### src/fgs_pkg.sv
`timescale 1ns / 1ps
// ============================================================================
// fgs_pkg - shared types and constants of the fuzzy gain scheduler
// Rule tables, level register defaults, register indexes and the word
// types that travel between the front end, the queue and the back end.
// ============================================================================
package fgs_pkg;

  localparam int LEVEL_W    = 10;
  localparam int NUM_LEVELS = 4;
  localparam int CORNERS    = 4;
  localparam int OUT_W      = 18;
  localparam int CFG_IDX_W  = 3;
  localparam int GRID_N     = 7;

  localparam logic [OUT_W-1:0] OUT_MAX  = 18'h3FFFF;
  localparam logic [2:0]       CELL_MAX = 3'd5;

  // Queue between the front and the back end.
  localparam int QUEUE_DEPTH = 2;
  localparam int QPTR_W      = 1;
  localparam int QCNT_W      = 2;

  // Configuration register indexes.
  localparam logic [CFG_IDX_W-1:0] REG_KP_ZERO  = 3'd0;
  localparam logic [CFG_IDX_W-1:0] REG_KP_ONE   = 3'd1;
  localparam logic [CFG_IDX_W-1:0] REG_KP_TWO   = 3'd2;
  localparam logic [CFG_IDX_W-1:0] REG_KP_THREE = 3'd3;
  localparam logic [CFG_IDX_W-1:0] REG_KD_ZERO  = 3'd4;
  localparam logic [CFG_IDX_W-1:0] REG_KD_ONE   = 3'd5;
  localparam logic [CFG_IDX_W-1:0] REG_KD_TWO   = 3'd6;
  localparam logic [CFG_IDX_W-1:0] REG_KD_THREE = 3'd7;

  typedef logic [LEVEL_W-1:0]                  fgs_level_t;
  typedef logic [NUM_LEVELS-1:0][LEVEL_W-1:0]  fgs_levels_t;

  // Level codes of the four corners, corner k = 2*row_step + col_step.
  typedef struct packed {
    logic [CORNERS-1:0][1:0] kp;
    logic [CORNERS-1:0][1:0] kd;
  } fgs_codes_t;

  localparam fgs_levels_t KP_LEVEL_RESET = {10'd240, 10'd160, 10'd80, 10'd0};
  localparam fgs_levels_t KD_LEVEL_RESET = {10'd600, 10'd400, 10'd200, 10'd0};

  // Rule tables: row follows the error axis, column the rate axis.
  localparam logic [1:0] KP_RULES [0:GRID_N-1][0:GRID_N-1] = '{
    '{2'd3, 2'd3, 2'd3, 2'd3, 2'd3, 2'd3, 2'd3},
    '{2'd2, 2'd2, 2'd2, 2'd2, 2'd2, 2'd2, 2'd2},
    '{2'd1, 2'd1, 2'd1, 2'd1, 2'd1, 2'd1, 2'd1},
    '{2'd1, 2'd1, 2'd0, 2'd1, 2'd0, 2'd1, 2'd1},
    '{2'd0, 2'd0, 2'd1, 2'd0, 2'd0, 2'd1, 2'd0},
    '{2'd0, 2'd1, 2'd0, 2'd1, 2'd0, 2'd0, 2'd2},
    '{2'd3, 2'd3, 2'd3, 2'd3, 2'd3, 2'd3, 2'd3}
  };

  localparam logic [1:0] KD_RULES [0:GRID_N-1][0:GRID_N-1] = '{
    '{2'd3, 2'd3, 2'd3, 2'd2, 2'd2, 2'd2, 2'd2},
    '{2'd2, 2'd2, 2'd2, 2'd1, 2'd1, 2'd1, 2'd1},
    '{2'd1, 2'd1, 2'd2, 2'd1, 2'd1, 2'd2, 2'd1},
    '{2'd1, 2'd1, 2'd0, 2'd1, 2'd0, 2'd1, 2'd1},
    '{2'd1, 2'd1, 2'd0, 2'd0, 2'd0, 2'd1, 2'd1},
    '{2'd2, 2'd2, 2'd1, 2'd0, 2'd1, 2'd1, 2'd1},
    '{2'd3, 2'd3, 2'd3, 2'd3, 2'd2, 2'd3, 2'd2}
  };

endpackage

### src/fuzzy_gain_scheduler.sv
`timescale 1ns / 1ps
// ============================================================================
// fuzzy_gain_scheduler - fuzzy PD gain scheduling on a 7x7 rule grid
// Interpolates proportional and derivative gains from the scaled error and
// error rate, using two fixed rule tables and eight programmable levels.
// ============================================================================
// One word is accepted per clock cycle and one result word leaves per cycle
// when the output side does not stall. A word passes from acceptance to
// its result through the front stage, which clamps the inputs, finds the
// grid cell and reads the rule tables, then the two-word queue, and then
// the three back-end stages (corner weight products, multiplication by the
// level values, and the sum with truncation and saturation, whose register
// presents the result). The queue sits between front and back, so the front
// keeps taking words while the back holds a result that has not yet been
// taken; the input stalls only once the front register and the queue are
// full. Level registers are to be written through the cfg port only while
// no word is in flight (the block does not enforce this); writes take effect
// on the next word.
module fuzzy_gain_scheduler #(
  parameter int FRAC_BITS = 8
) (
  input  logic                              clk,
  input  logic                              rst_n,
  // Configuration write port
  input  logic                              cfg_we,
  input  logic [fgs_pkg::CFG_IDX_W-1:0]     cfg_index,
  input  logic [fgs_pkg::LEVEL_W-1:0]       cfg_data,
  // Input channel
  input  logic                              in_valid,
  output logic                              in_stall,
  input  logic signed [15:0]                in_error_scaled,
  input  logic signed [15:0]                in_rate_scaled,
  // Result channel
  output logic                              out_valid,
  input  logic                              out_stall,
  output logic [fgs_pkg::OUT_W-1:0]         out_kp_gain,
  output logic [fgs_pkg::OUT_W-1:0]         out_kd_gain
);
  import fgs_pkg::*;

  localparam int W_W    = FRAC_BITS + 1;
  localparam int CODE_W = $bits(fgs_codes_t);
  localparam int Q_W    = CODE_W + 2 * W_W;

  // Level registers: Kp levels first, then Kd levels, indexed by level code.
  fgs_levels_t kp_lvl_r, kp_lvl_nxt;
  fgs_levels_t kd_lvl_r, kd_lvl_nxt;

  always_comb begin
    kp_lvl_nxt = kp_lvl_r;
    kd_lvl_nxt = kd_lvl_r;
    if (cfg_we) begin
      case (cfg_index)
        REG_KP_ZERO:  kp_lvl_nxt[0] = cfg_data;
        REG_KP_ONE:   kp_lvl_nxt[1] = cfg_data;
        REG_KP_TWO:   kp_lvl_nxt[2] = cfg_data;
        REG_KP_THREE: kp_lvl_nxt[3] = cfg_data;
        REG_KD_ZERO:  kd_lvl_nxt[0] = cfg_data;
        REG_KD_ONE:   kd_lvl_nxt[1] = cfg_data;
        REG_KD_TWO:   kd_lvl_nxt[2] = cfg_data;
        REG_KD_THREE: kd_lvl_nxt[3] = cfg_data;
        default: begin
          kp_lvl_nxt = kp_lvl_r;
        end
      endcase
    end
  end

  always_ff @(posedge clk) begin
    if (!rst_n) begin
      kp_lvl_r <= KP_LEVEL_RESET;
      kd_lvl_r <= KD_LEVEL_RESET;
    end else begin
      kp_lvl_r <= kp_lvl_nxt;
      kd_lvl_r <= kd_lvl_nxt;
    end
  end

  // Front end to queue.
  logic             fr_valid, fr_full;
  fgs_codes_t       fr_codes;
  logic [W_W-1:0]   fr_we, fr_wc;

  // Queue to back end.
  logic             bk_valid, bk_ready;
  logic [Q_W-1:0]   bk_data;
  fgs_codes_t       bk_codes;
  logic [W_W-1:0]   bk_we, bk_wc;

  fgs_front #(
    .FRAC_BITS (FRAC_BITS)
  ) u_front (
    .clk             (clk),
    .rst_n           (rst_n),
    .in_valid        (in_valid),
    .in_stall        (in_stall),
    .in_error_scaled (in_error_scaled),
    .in_rate_scaled  (in_rate_scaled),
    .fr_valid        (fr_valid),
    .fr_full         (fr_full),
    .fr_codes        (fr_codes),
    .fr_we           (fr_we),
    .fr_wc           (fr_wc)
  );

  fgs_queue #(
    .DATA_W (Q_W)
  ) u_queue (
    .clk        (clk),
    .rst_n      (rst_n),
    .push_valid (fr_valid),
    .push_full  (fr_full),
    .push_data  ({fr_codes, fr_we, fr_wc}),
    .pop_valid  (bk_valid),
    .pop_ready  (bk_ready),
    .pop_data   (bk_data)
  );

  assign {bk_codes, bk_we, bk_wc} = bk_data;

  fgs_back #(
    .FRAC_BITS (FRAC_BITS)
  ) u_back (
    .clk         (clk),
    .rst_n       (rst_n),
    .bk_valid    (bk_valid),
    .bk_ready    (bk_ready),
    .bk_codes    (bk_codes),
    .bk_we       (bk_we),
    .bk_wc       (bk_wc),
    .kp_levels   (kp_lvl_r),
    .kd_levels   (kd_lvl_r),
    .out_valid   (out_valid),
    .out_stall   (out_stall),
    .out_kp_gain (out_kp_gain),
    .out_kd_gain (out_kd_gain)
  );

endmodule

### src/fgs_front.sv
`timescale 1ns / 1ps
// ============================================================================
// fgs_front - input stage of the fuzzy gain scheduler
// Clamps both inputs onto the grid, splits them into cell and lower weight,
// and looks up the level codes of the four corners in both rule tables.
// ============================================================================
module fgs_front #(
  parameter int FRAC_BITS = 8
) (
  input  logic                      clk,
  input  logic                      rst_n,
  input  logic                      in_valid,
  output logic                      in_stall,
  input  logic signed [15:0]        in_error_scaled,
  input  logic signed [15:0]        in_rate_scaled,
  output logic                      fr_valid,
  input  logic                      fr_full,
  output fgs_pkg::fgs_codes_t       fr_codes,
  output logic [FRAC_BITS:0]        fr_we,
  output logic [FRAC_BITS:0]        fr_wc
);
  import fgs_pkg::*;

  localparam int W_W   = FRAC_BITS + 1;
  localparam int ONE_V = 1 << FRAC_BITS;
  localparam logic signed [17:0] EDGE_P = 18'(3 * ONE_V);
  localparam logic signed [17:0] EDGE_N = 18'(-3 * ONE_V);
  localparam logic [17:0]        FRAC_MASK = 18'(ONE_V - 1);

  // Returns {cell, lower weight}.
  function automatic logic [W_W+2:0] split_axis(input logic signed [15:0] x);
    logic signed [17:0] xe;
    logic [17:0]        t;
    logic [2:0]         cidx;
    logic [W_W-1:0]     w;
    xe = 18'(x);
    t  = 18'(xe + EDGE_P);
    if (xe < EDGE_N) begin
      cidx = 3'd0;
      w    = W_W'(ONE_V);
    end else if (xe >= EDGE_P) begin
      cidx = CELL_MAX;
      w    = '0;
    end else begin
      cidx = 3'(t >> FRAC_BITS);
      w    = W_W'(ONE_V) - W_W'(t & FRAC_MASK);
    end
    return {cidx, w};
  endfunction

  logic [2:0]      ce, cc;
  logic [W_W-1:0]  we, wc;
  fgs_codes_t      codes;
  logic            acc;
  logic            push;

  logic            fr_v_r, fr_v_nxt;
  fgs_codes_t      codes_r;
  logic [W_W-1:0]  we_r, wc_r;

  always_comb begin
    {ce, we} = split_axis(in_error_scaled);
    {cc, wc} = split_axis(in_rate_scaled);
    for (int i = 0; i < 2; i++) begin
      for (int j = 0; j < 2; j++) begin
        codes.kp[2*i+j] = KP_RULES[ce + 3'(i)][cc + 3'(j)];
        codes.kd[2*i+j] = KD_RULES[ce + 3'(i)][cc + 3'(j)];
      end
    end
  end

  assign in_stall = fr_v_r & fr_full;
  assign acc      = in_valid & ~in_stall;
  assign push     = fr_v_r & ~fr_full;

  always_comb begin
    fr_v_nxt = fr_v_r;
    if (acc) begin
      fr_v_nxt = 1'b1;
    end else if (push) begin
      fr_v_nxt = 1'b0;
    end
  end

  always_ff @(posedge clk) begin
    if (!rst_n) begin
      fr_v_r <= 1'b0;
    end else begin
      fr_v_r <= fr_v_nxt;
    end
  end

  always_ff @(posedge clk) begin
    if (acc) begin
      codes_r <= codes;
      we_r    <= we;
      wc_r    <= wc;
    end
  end

  assign fr_valid = fr_v_r;
  assign fr_codes = codes_r;
  assign fr_we    = we_r;
  assign fr_wc    = wc_r;

endmodule

### src/fgs_queue.sv
`timescale 1ns / 1ps
// ============================================================================
// fgs_queue - short queue between the front and the back end
// A small first-in first-out buffer of classified words.
// ============================================================================
module fgs_queue #(
  parameter int DATA_W = 34
) (
  input  logic              clk,
  input  logic              rst_n,
  input  logic              push_valid,
  output logic              push_full,
  input  logic [DATA_W-1:0] push_data,
  output logic              pop_valid,
  input  logic              pop_ready,
  output logic [DATA_W-1:0] pop_data
);
  import fgs_pkg::*;

  logic [DATA_W-1:0] mem_r [QUEUE_DEPTH];
  logic [QPTR_W-1:0] wr_ptr_r, wr_ptr_nxt;
  logic [QPTR_W-1:0] rd_ptr_r, rd_ptr_nxt;
  logic [QCNT_W-1:0] cnt_r, cnt_nxt;
  logic              push, pop;

  assign push_full = (cnt_r == QCNT_W'(QUEUE_DEPTH));
  assign pop_valid = (cnt_r != '0);
  assign push      = push_valid & ~push_full;
  assign pop       = pop_valid & pop_ready;
  assign pop_data  = mem_r[rd_ptr_r];

  always_comb begin
    wr_ptr_nxt = push ? wr_ptr_r + 1'b1 : wr_ptr_r;
    rd_ptr_nxt = pop  ? rd_ptr_r + 1'b1 : rd_ptr_r;
    cnt_nxt    = cnt_r;
    if (push && !pop) begin
      cnt_nxt = cnt_r + 1'b1;
    end else if (pop && !push) begin
      cnt_nxt = cnt_r - 1'b1;
    end
  end

  always_ff @(posedge clk) begin
    if (!rst_n) begin
      wr_ptr_r <= '0;
      rd_ptr_r <= '0;
      cnt_r    <= '0;
    end else begin
      wr_ptr_r <= wr_ptr_nxt;
      rd_ptr_r <= rd_ptr_nxt;
      cnt_r    <= cnt_nxt;
    end
  end

  always_ff @(posedge clk) begin
    if (push) begin
      mem_r[wr_ptr_r] <= push_data;
    end
  end

endmodule

### src/fgs_back.sv
`timescale 1ns / 1ps
// ============================================================================
// fgs_back - arithmetic back end of the fuzzy gain scheduler
// Three stages: corner weight products with level selection, level
// multiplication, then sum, truncation and saturation into the output word.
// ============================================================================
module fgs_back #(
  parameter int FRAC_BITS = 8
) (
  input  logic                        clk,
  input  logic                        rst_n,
  input  logic                        bk_valid,
  output logic                        bk_ready,
  input  fgs_pkg::fgs_codes_t         bk_codes,
  input  logic [FRAC_BITS:0]          bk_we,
  input  logic [FRAC_BITS:0]          bk_wc,
  input  fgs_pkg::fgs_levels_t        kp_levels,
  input  fgs_pkg::fgs_levels_t        kd_levels,
  output logic                        out_valid,
  input  logic                        out_stall,
  output logic [fgs_pkg::OUT_W-1:0]   out_kp_gain,
  output logic [fgs_pkg::OUT_W-1:0]   out_kd_gain
);
  import fgs_pkg::*;

  localparam int W_W   = FRAC_BITS + 1;
  localparam int ONE_V = 1 << FRAC_BITS;
  localparam int PW    = 2 * W_W;
  localparam int MW    = PW + LEVEL_W;
  localparam int SUM_W = MW + 2;
  localparam int SH_W  = SUM_W - FRAC_BITS;
  localparam logic [SH_W-1:0] SAT_LIM = SH_W'(OUT_MAX);

  logic rdy1, rdy2, rdy3;
  logic v1_r, v1_nxt, v2_r, v2_nxt, v3_r, v3_nxt;

  logic [W_W-1:0] w_e [2];
  logic [W_W-1:0] w_c [2];

  logic [PW-1:0]   prod_nxt [CORNERS];
  logic [PW-1:0]   prod_r   [CORNERS];
  fgs_level_t      lkp_r    [CORNERS];
  fgs_level_t      lkd_r    [CORNERS];
  logic [MW-1:0]   mkp_r    [CORNERS];
  logic [MW-1:0]   mkd_r    [CORNERS];

  logic [SUM_W-1:0] sum_kp, sum_kd;
  logic [SH_W-1:0]  sh_kp, sh_kd;
  logic [OUT_W-1:0] kp_nxt, kd_nxt;
  logic [OUT_W-1:0] kp_r, kd_r;

  // Each stage moves on when the one after it is empty or moving.
  assign rdy3     = ~v3_r | ~out_stall;
  assign rdy2     = ~v2_r | rdy3;
  assign rdy1     = ~v1_r | rdy2;
  assign bk_ready = rdy1;

  always_comb begin
    v1_nxt = rdy1 ? bk_valid : v1_r;
    v2_nxt = rdy2 ? v1_r     : v2_r;
    v3_nxt = rdy3 ? v2_r     : v3_r;
  end

  always_ff @(posedge clk) begin
    if (!rst_n) begin
      v1_r <= 1'b0;
      v2_r <= 1'b0;
      v3_r <= 1'b0;
    end else begin
      v1_r <= v1_nxt;
      v2_r <= v2_nxt;
      v3_r <= v3_nxt;
    end
  end

  // Stage 1: corner weights.
  always_comb begin
    w_e[0] = bk_we;
    w_e[1] = W_W'(ONE_V) - bk_we;
    w_c[0] = bk_wc;
    w_c[1] = W_W'(ONE_V) - bk_wc;
    for (int i = 0; i < 2; i++) begin
      for (int j = 0; j < 2; j++) begin
        prod_nxt[2*i+j] = PW'(w_e[i]) * PW'(w_c[j]);
      end
    end
  end

  always_ff @(posedge clk) begin
    if (rdy1) begin
      for (int k = 0; k < CORNERS; k++) begin
        prod_r[k] <= prod_nxt[k];
        lkp_r[k]  <= kp_levels[bk_codes.kp[k]];
        lkd_r[k]  <= kd_levels[bk_codes.kd[k]];
      end
    end
  end

  // Stage 2: weighted levels.
  always_ff @(posedge clk) begin
    if (rdy2) begin
      for (int k = 0; k < CORNERS; k++) begin
        mkp_r[k] <= MW'(prod_r[k]) * MW'(lkp_r[k]);
        mkd_r[k] <= MW'(prod_r[k]) * MW'(lkd_r[k]);
      end
    end
  end

  // Stage 3: sum, drop FRAC_BITS fraction bits of the weight product, saturate.
  always_comb begin
    sum_kp = SUM_W'(mkp_r[0]) + SUM_W'(mkp_r[1]) + SUM_W'(mkp_r[2]) + SUM_W'(mkp_r[3]);
    sum_kd = SUM_W'(mkd_r[0]) + SUM_W'(mkd_r[1]) + SUM_W'(mkd_r[2]) + SUM_W'(mkd_r[3]);
    sh_kp  = SH_W'(sum_kp >> FRAC_BITS);
    sh_kd  = SH_W'(sum_kd >> FRAC_BITS);
    kp_nxt = (sh_kp > SAT_LIM) ? OUT_MAX : OUT_W'(sh_kp);
    kd_nxt = (sh_kd > SAT_LIM) ? OUT_MAX : OUT_W'(sh_kd);
  end

  always_ff @(posedge clk) begin
    if (rdy3 && v2_r) begin
      kp_r <= kp_nxt;
      kd_r <= kd_nxt;
    end
  end

  assign out_valid   = v3_r;
  assign out_kp_gain = kp_r;
  assign out_kd_gain = kd_r;

endmodule

### config.mk
export PLATFORM = sky130hd
export DESIGN_NAME = fuzzy_gain_scheduler
export DESIGN_NICKNAME = d
export VERILOG_FILES = /design/src/fgs_pkg.sv /design/src/fuzzy_gain_scheduler.sv /design/src/fgs_front.sv /design/src/fgs_queue.sv /design/src/fgs_back.sv
export SDC_FILE = /design/constraint.sdc
export NUM_CORES = 2
export LEC_CHECK = 0
export ABC_AREA = 1
export BUFFER_PORTS_ARGS = -buffer_cell sky130_fd_sc_hd__buf_2
export CAP_MARGIN = 0
export CORE_MARGIN = 4
export CORE_UTILIZATION = 25
export CTS_CLUSTER_DIAMETER = 150
export DETAILED_ROUTE_END_ITERATION = 16
export GPL_TIMING_DRIVEN = 0
export SYNTH_ARGS = -nofsm -noshare
export SYNTH_HDL_FRONTEND = slang
export SYNTH_SLANG_ARGS = --single-unit
export TNS_END_PERCENT = 10
### constraint.sdc
create_clock -name clk -period 10.65 [get_ports clk]
set_input_delay 1.065 -clock clk [delete_from_list [all_inputs] [get_ports clk]]
set_output_delay 1.065 -clock clk [all_outputs]
set_load 0.01 [all_outputs]
**Word-level counts from Yosys, hierarchy flattened**

Memory sizes are Yosys's and may differ from the RTL's. A register that Yosys moved wholly into a read port is not among the register bits.
Index checks and enable logic that the tools add are counted.

- Output and inout port bits: 38
- Input port bits: 50
- Memories: 10
- Memory bits (writable): 444
- ROM bits: 448
- Word-level logic and storage cells: 197
- Bits in registers: 158
- Latch bits: 0

- $lt $le $gt $ge: 18
- Reductions and logical operators: 19
- Muxes and demuxes: 66
- Bitwise operators: 17
- $mul: 12
- Eq/ne operators: 8
- Add/subtract/negate cells: 18
- Shift operators: 0
- Div/mod/pow operators: 0

Memory list:

| memory | depth | bits a word | rd ports | clocked after memory_dff | write ports | line | text |
|---|---|---|---|---|---|---|---|
| (name not given) | 8 | 14 | 1 | 0 | 0 | fgs_front.sv:66 | `codes.kp[2*i+j] = KP_RULES[ce + 3'(i)][cc + 3'(j)];` |
| (name not given) | 8 | 14 | 1 | 0 | 0 | fgs_front.sv:67 | `codes.kd[2*i+j] = KD_RULES[ce + 3'(i)][cc + 3'(j)];` |
| (name not given) | 8 | 14 | 1 | 0 | 0 | fgs_front.sv:66 |  |
| (name not given) | 8 | 14 | 1 | 0 | 0 | fgs_front.sv:67 |  |
| u_back.mkd_r | 4 | 28 | 4 | 0 | 4 | fgs_back.sv:45 | `logic [MW-1:0] mkd_r [CORNERS];` |
| u_back.mkp_r | 4 | 28 | 4 | 0 | 4 | fgs_back.sv:44 | `logic [MW-1:0] mkp_r [CORNERS];` |
| +4 memories | - | - | - | - | - | - |  |

Operators with widths:

| kind | count |
|---|---|
| $mul 18x10->28 | 8 |
| $bmux 10 s2 | 8 |
| $add 30x28->30 | 4 |
| $mux 14 | 8 |
| $mux 10 | 8 |
| $mul 9x9->18 | 4 |
| $add 28x28->29 | 2 |
| $bmux 2 s3 | 8 |
| $gt 22x18->1 const B | 2 |
| $mux 2 | 18 |
| $ge 16x11->1 const B | 2 |
| $lt 16x11->1 const B | 2 |
| $lt 2x3->1 const B | 8 |
| $add 11x11->11 const B | 2 |
| $mux 9 | 2 |
| $sub 9x8->9 const A | 2 |
| $sub 9x9->9 const A | 2 |
| $ge 4x4->1 const B | 4 |
| $not 3->4 | 4 |
| $reduce_and 2->1 | 8 |
| $eq 3x3->1 const B | 4 |
| $mux 3 | 4 |
| $mux 1 | 10 |
| $add 3x1->3 const B | 2 |
| 14 further kinds | 32 |

**Longest topological paths before layout**

- Depth after elaboration: 11
- Mapped depth: 32
- Gate-level depth less buffers: 30

**Cells and area by module**

From an unflattened synthesis, not the netlist that was laid out.

- Cell total of the unflattened synthesis: 11,062
- Area, all modules: 89,160.5 sq um

By module, submodules not included:

| module | cells each | area each (sq um) | seq. area each (sq um) | instances |
|---|---|---|---|---|
| fgs_back | 10,090 | 80,319.5 | 12,341.8 | 1 |
| fuzzy_gain_scheduler | 441 | 3,118.0 | 1,601.5 | 1 |
| fgs_front | 388 | 2,869.0 | 1,041.0 | 1 |
| fgs_queue | 143 | 2,854.0 | 2,142.1 | 1 |

**Least setup slack after synthesis**

Ideal clock, no wire load.

- Kind: in2reg
- Start: in out_stall
- End: mem u_back.lkd_r[0][0] (netlist bit), enable pin
- Stages on the path: 5
- Buffers on the path: 0
- Data arrival time: 8,759 ps
- Setup time: 500 ps
- Slack: 1,391 ps
- Data required time: 10,150 ps
- Cells stage by stage: nand2_1 nor2_1 inv_1 nor2_1 inv_1

RTL lines:

| item | line | text |
|---|---|---|
| start: declaration | fuzzy_gain_scheduler.sv:35 | `input logic out_stall,` |
| end: declaration | fgs_back.sv:43 | `fgs_level_t lkd_r [CORNERS];` |

==> impl_metrics.py <==
metrics = {
    "run_status": {
        "status": "finished clean",
    },
    "global_routing": {
        "track_usage_pct": 15.8,
        "grt_pass1_vias": 71500,
        "grt_overflow": 0,
        "grt_pass1_wl_um": 444000,
        "grt_max_degree": 131,
        "antenna_found_initial": 30,
    },
    "setup_path": {
        "cpMaxStageDelayCell": "dfxtp_1",
        "cp.arrival_ps": 7770,
        "max_stage_delay_ps": 570,
        "startpoint_type": "register",
        "crit_top_cell": "nand2_1",
        "r2r_cells": 27,
        "path_buf_inv": 6,
        "path_delay_family": "adder cells",
        "cp_data_required_time_ps": 11040,
        "path_class": "register to register",
        "path_depth": 27,
        "critPathMaxFanout": 10,
        "crit_path_end_kind": "register",
    },
    "placed_design": {
        "gp_congestion": 0.954,
        "placed_cell_area_mm2": 0.0954,
        "post-place-ws_ps": 3360,
        "numPortBuffers": 76,
        "place_hpwl_um": 242000,
    },
    "layout": {
        "nFillCells": 38400,
        "layout.nets": 13500,
        "layout_common_cells": "2,807 x nand2_1, 2,514 x inv_1, 1,264 x fa_1, 785 x ha_1, 784 x nor2_1",
        "final_common_cell": "nand2_1",
        "area_growth_pct": 9.89,
        "final_util_pct": 27.6,
        "seq_area_mm2": 0.0171,
        "multiInputGateArea_mm2": 0.0606,
        "fin_area_mm2": 0.0977,
        "drive_gt1_share_pct": 2.64,
    },
    "detailed_routing": {
        "drc": 0,
        "routed_wl_um": 293000,
        "vias_per_cell": 4.56,
        "drt_iter0_drc": 7142,
        "ant_nets": 0,
        "wl_per_cell_um": 18.2,
        "via_count": 73600,
        "dr.pass1.iters": 6,
    },
    "floorplan": {
        "fp.dieW_um": 604,
        "die-area_mm2": 0.365,
        "initial_core_util_pct": 25.2,
        "die_h_um": 604,
        "rows": 218,
        "core_area_mm2": 0.353,
        "io_pins": 88,
    },
    "clock_tree": {
        "cts_max_path_buffers": 3,
        "cts_tree": "built",
        "root_buffer": "clkbuf_16",
        "insertion_delay_ps": 690,
        "post_cts_buffers": 0,
        "post_cts_resized": 0,
        "htree_levels": 3,
        "cts_sinks": 600,
        "ctsHoldBuffers": 0,
        "path_clk_slew_ps": 60,
        "cts_made_buffers": 67,
    },
    "timing": {
        "rsz0062_at_grt": "false",
        "relSlewSlack_pct": 1.21,
        "tightestPinTransition_ps": 1480,
        "drv_slew": 0,
        "period_needed_ps": 7380,
        "finalWorstSetupSlack_ps": 3270,
        "fmaxAchievable_mhz": 135,
        "fin_skew_ps": 51.7,
        "setup_violations": 0,
        "hold_viol": 0,
        "setup_tns_ps": 0,
        "fin_crit_sh_pct": 69.3,
    },
    "logic_synthesis": {
        "ys_seq_elements": 600,
        "mappedNetlistArea_mm2": 0.0889,
        "synth_edf_count": 511,
        "synthCells": 11200,
        "yosysWarnings": 0,
        "synth_nets": 13300,
        "async_reset_ff_share_pct": 0,
        "synthFlopType": "edfxtp_1",
        "netlist-cell-type-count": 58,
        "avgSynthCellArea_um2": 7.94,
        "ys_seq_area_share_pct": 19.3,
    },
    "min_path": {
        "min_path_cells": 0,
        "min_path_type": "register to register",
    },
    "run": {
        "maxCapViolations": 0,
    },
}
## Yosys cell counts (10+ instances only)
master / instances / area share, %
clkbuf_1: 353 / 1.5
a21boi_0: 19 / 0.16
or2_2: 20 / 0.14
o211ai_1: 13 / 0.11
nor2_1: 786 / 3.3
o21ai_0: 437 / 2.5
buf_1: 30 / 0.13
xnor2_1: 106 / 1.0
inv_2: 20 / 0.084
a21oi_1: 443 / 2.5
ha_1: 785 / 11
edfxtp_1: 511 / 17
xor2_1: 207 / 2.0
nand2_1: 2807 / 12
nand3_1: 297 / 1.7
a31oi_1: 18 / 0.13
o21a_1: 11 / 0.093
dfxtp_1: 89 / 2.0
a21o_1: 43 / 0.36
nand2_2: 10 / 0.070
nor4_1: 22 / 0.15
a32oi_1: 10 / 0.098
inv_1: 2517 / 11
nor3_1: 75 / 0.42
o21ai_1: 11 / 0.062
o22ai_1: 65 / 0.46
nand3b_1: 12 / 0.10
fa_1: 1264 / 28
nand4_1: 65 / 0.46
buf_2: 17 / 0.096
o21bai_1: 42 / 0.35
## worst paths after layout
kind / startpoint / endpoint / slack (ps)
min reg2reg: u_front.fr_wc[1] / u_queue.mem_r[1][1] / 440
min: u_front.fr_wc[1] / u_queue.mem_r[1][1] / 440
max reg2reg: register / u_back.prod_r[2][14] / 3270
max: register / u_back.prod_r[2][14] / 3270
## final cells by class
cell class	instances	share of cell area, %
multi-input combinational	7635	62.0
sequential	600	17.5
inverter	2545	9.79
tap	4730	6.06
clock buffer	82	1.83
buffer	419	1.70
timing repair buffer	83	0.548
clock inverter	41	0.503
antenna	11	0.0282
## worst register-to-register path, delay by kind of cell, from the launching register on
| kind | cells | cell delay, ps |
|---|---|---|
| buffers and inverters | 6 | 1470 |
| adder cells (fa/ha/maj) | 6 | 2700 |
| AND/OR/NAND/NOR | 11 | 1310 |
| AO/OA/AOI/OAI | 4 | 1070 |
| flip-flops | 1 | 570 |
## layer usage
metal / up-vias / global-route usage [%] / part of all wire, %
li1: 34400 / - / -
met4: 20 / 3.37 / 2.3
met3: 375 / 3.55 / 9.9
met1: 35800 / 22.7 / 45
met2: 2990 / 24.0 / 43
met5: - / 0 / 0.048
## through the flow
step	instances	hold slack [ps]
floorplan	11200	421
global placement	16000	422
detailed placement	16000	430
CTS	16100	439
global route	16100	450
finish	16100	435
## state kept, by name, summed over array words and instances (netlist names), 16 cells and up, named ones only
signal	count
u_back.mkd_r	112
u_back.out_kd_gain	18
u_front.fr_codes	16
u_back.prod_r	69
kd_lvl_r	40
u_back.mkp_r	112
u_queue.mem_r	68
u_back.lkp_r	40
u_back.lkd_r	40
u_back.out_kp_gain	18
kp_lvl_r	40
## cells by family (layout without fill, tap and decap cells)
kind of cell,count (synthesis),in the layout,synth area share (%)
other,0,11,0
adders and majority gates,2049,2049,39.5
xor gates and xnor gates,313,313,3.08
AOI/OAI and AO/OA,1145,1145,7.09
buffers and inverters,2964,3170,12.6
DFF,600,600,19.3
and+or+nand+nor,4128,4128,18.5
Power is left out: the tool's default activity adds up to more than one toggle a clock period on the data nets, which glitch-free logic cannot reach.
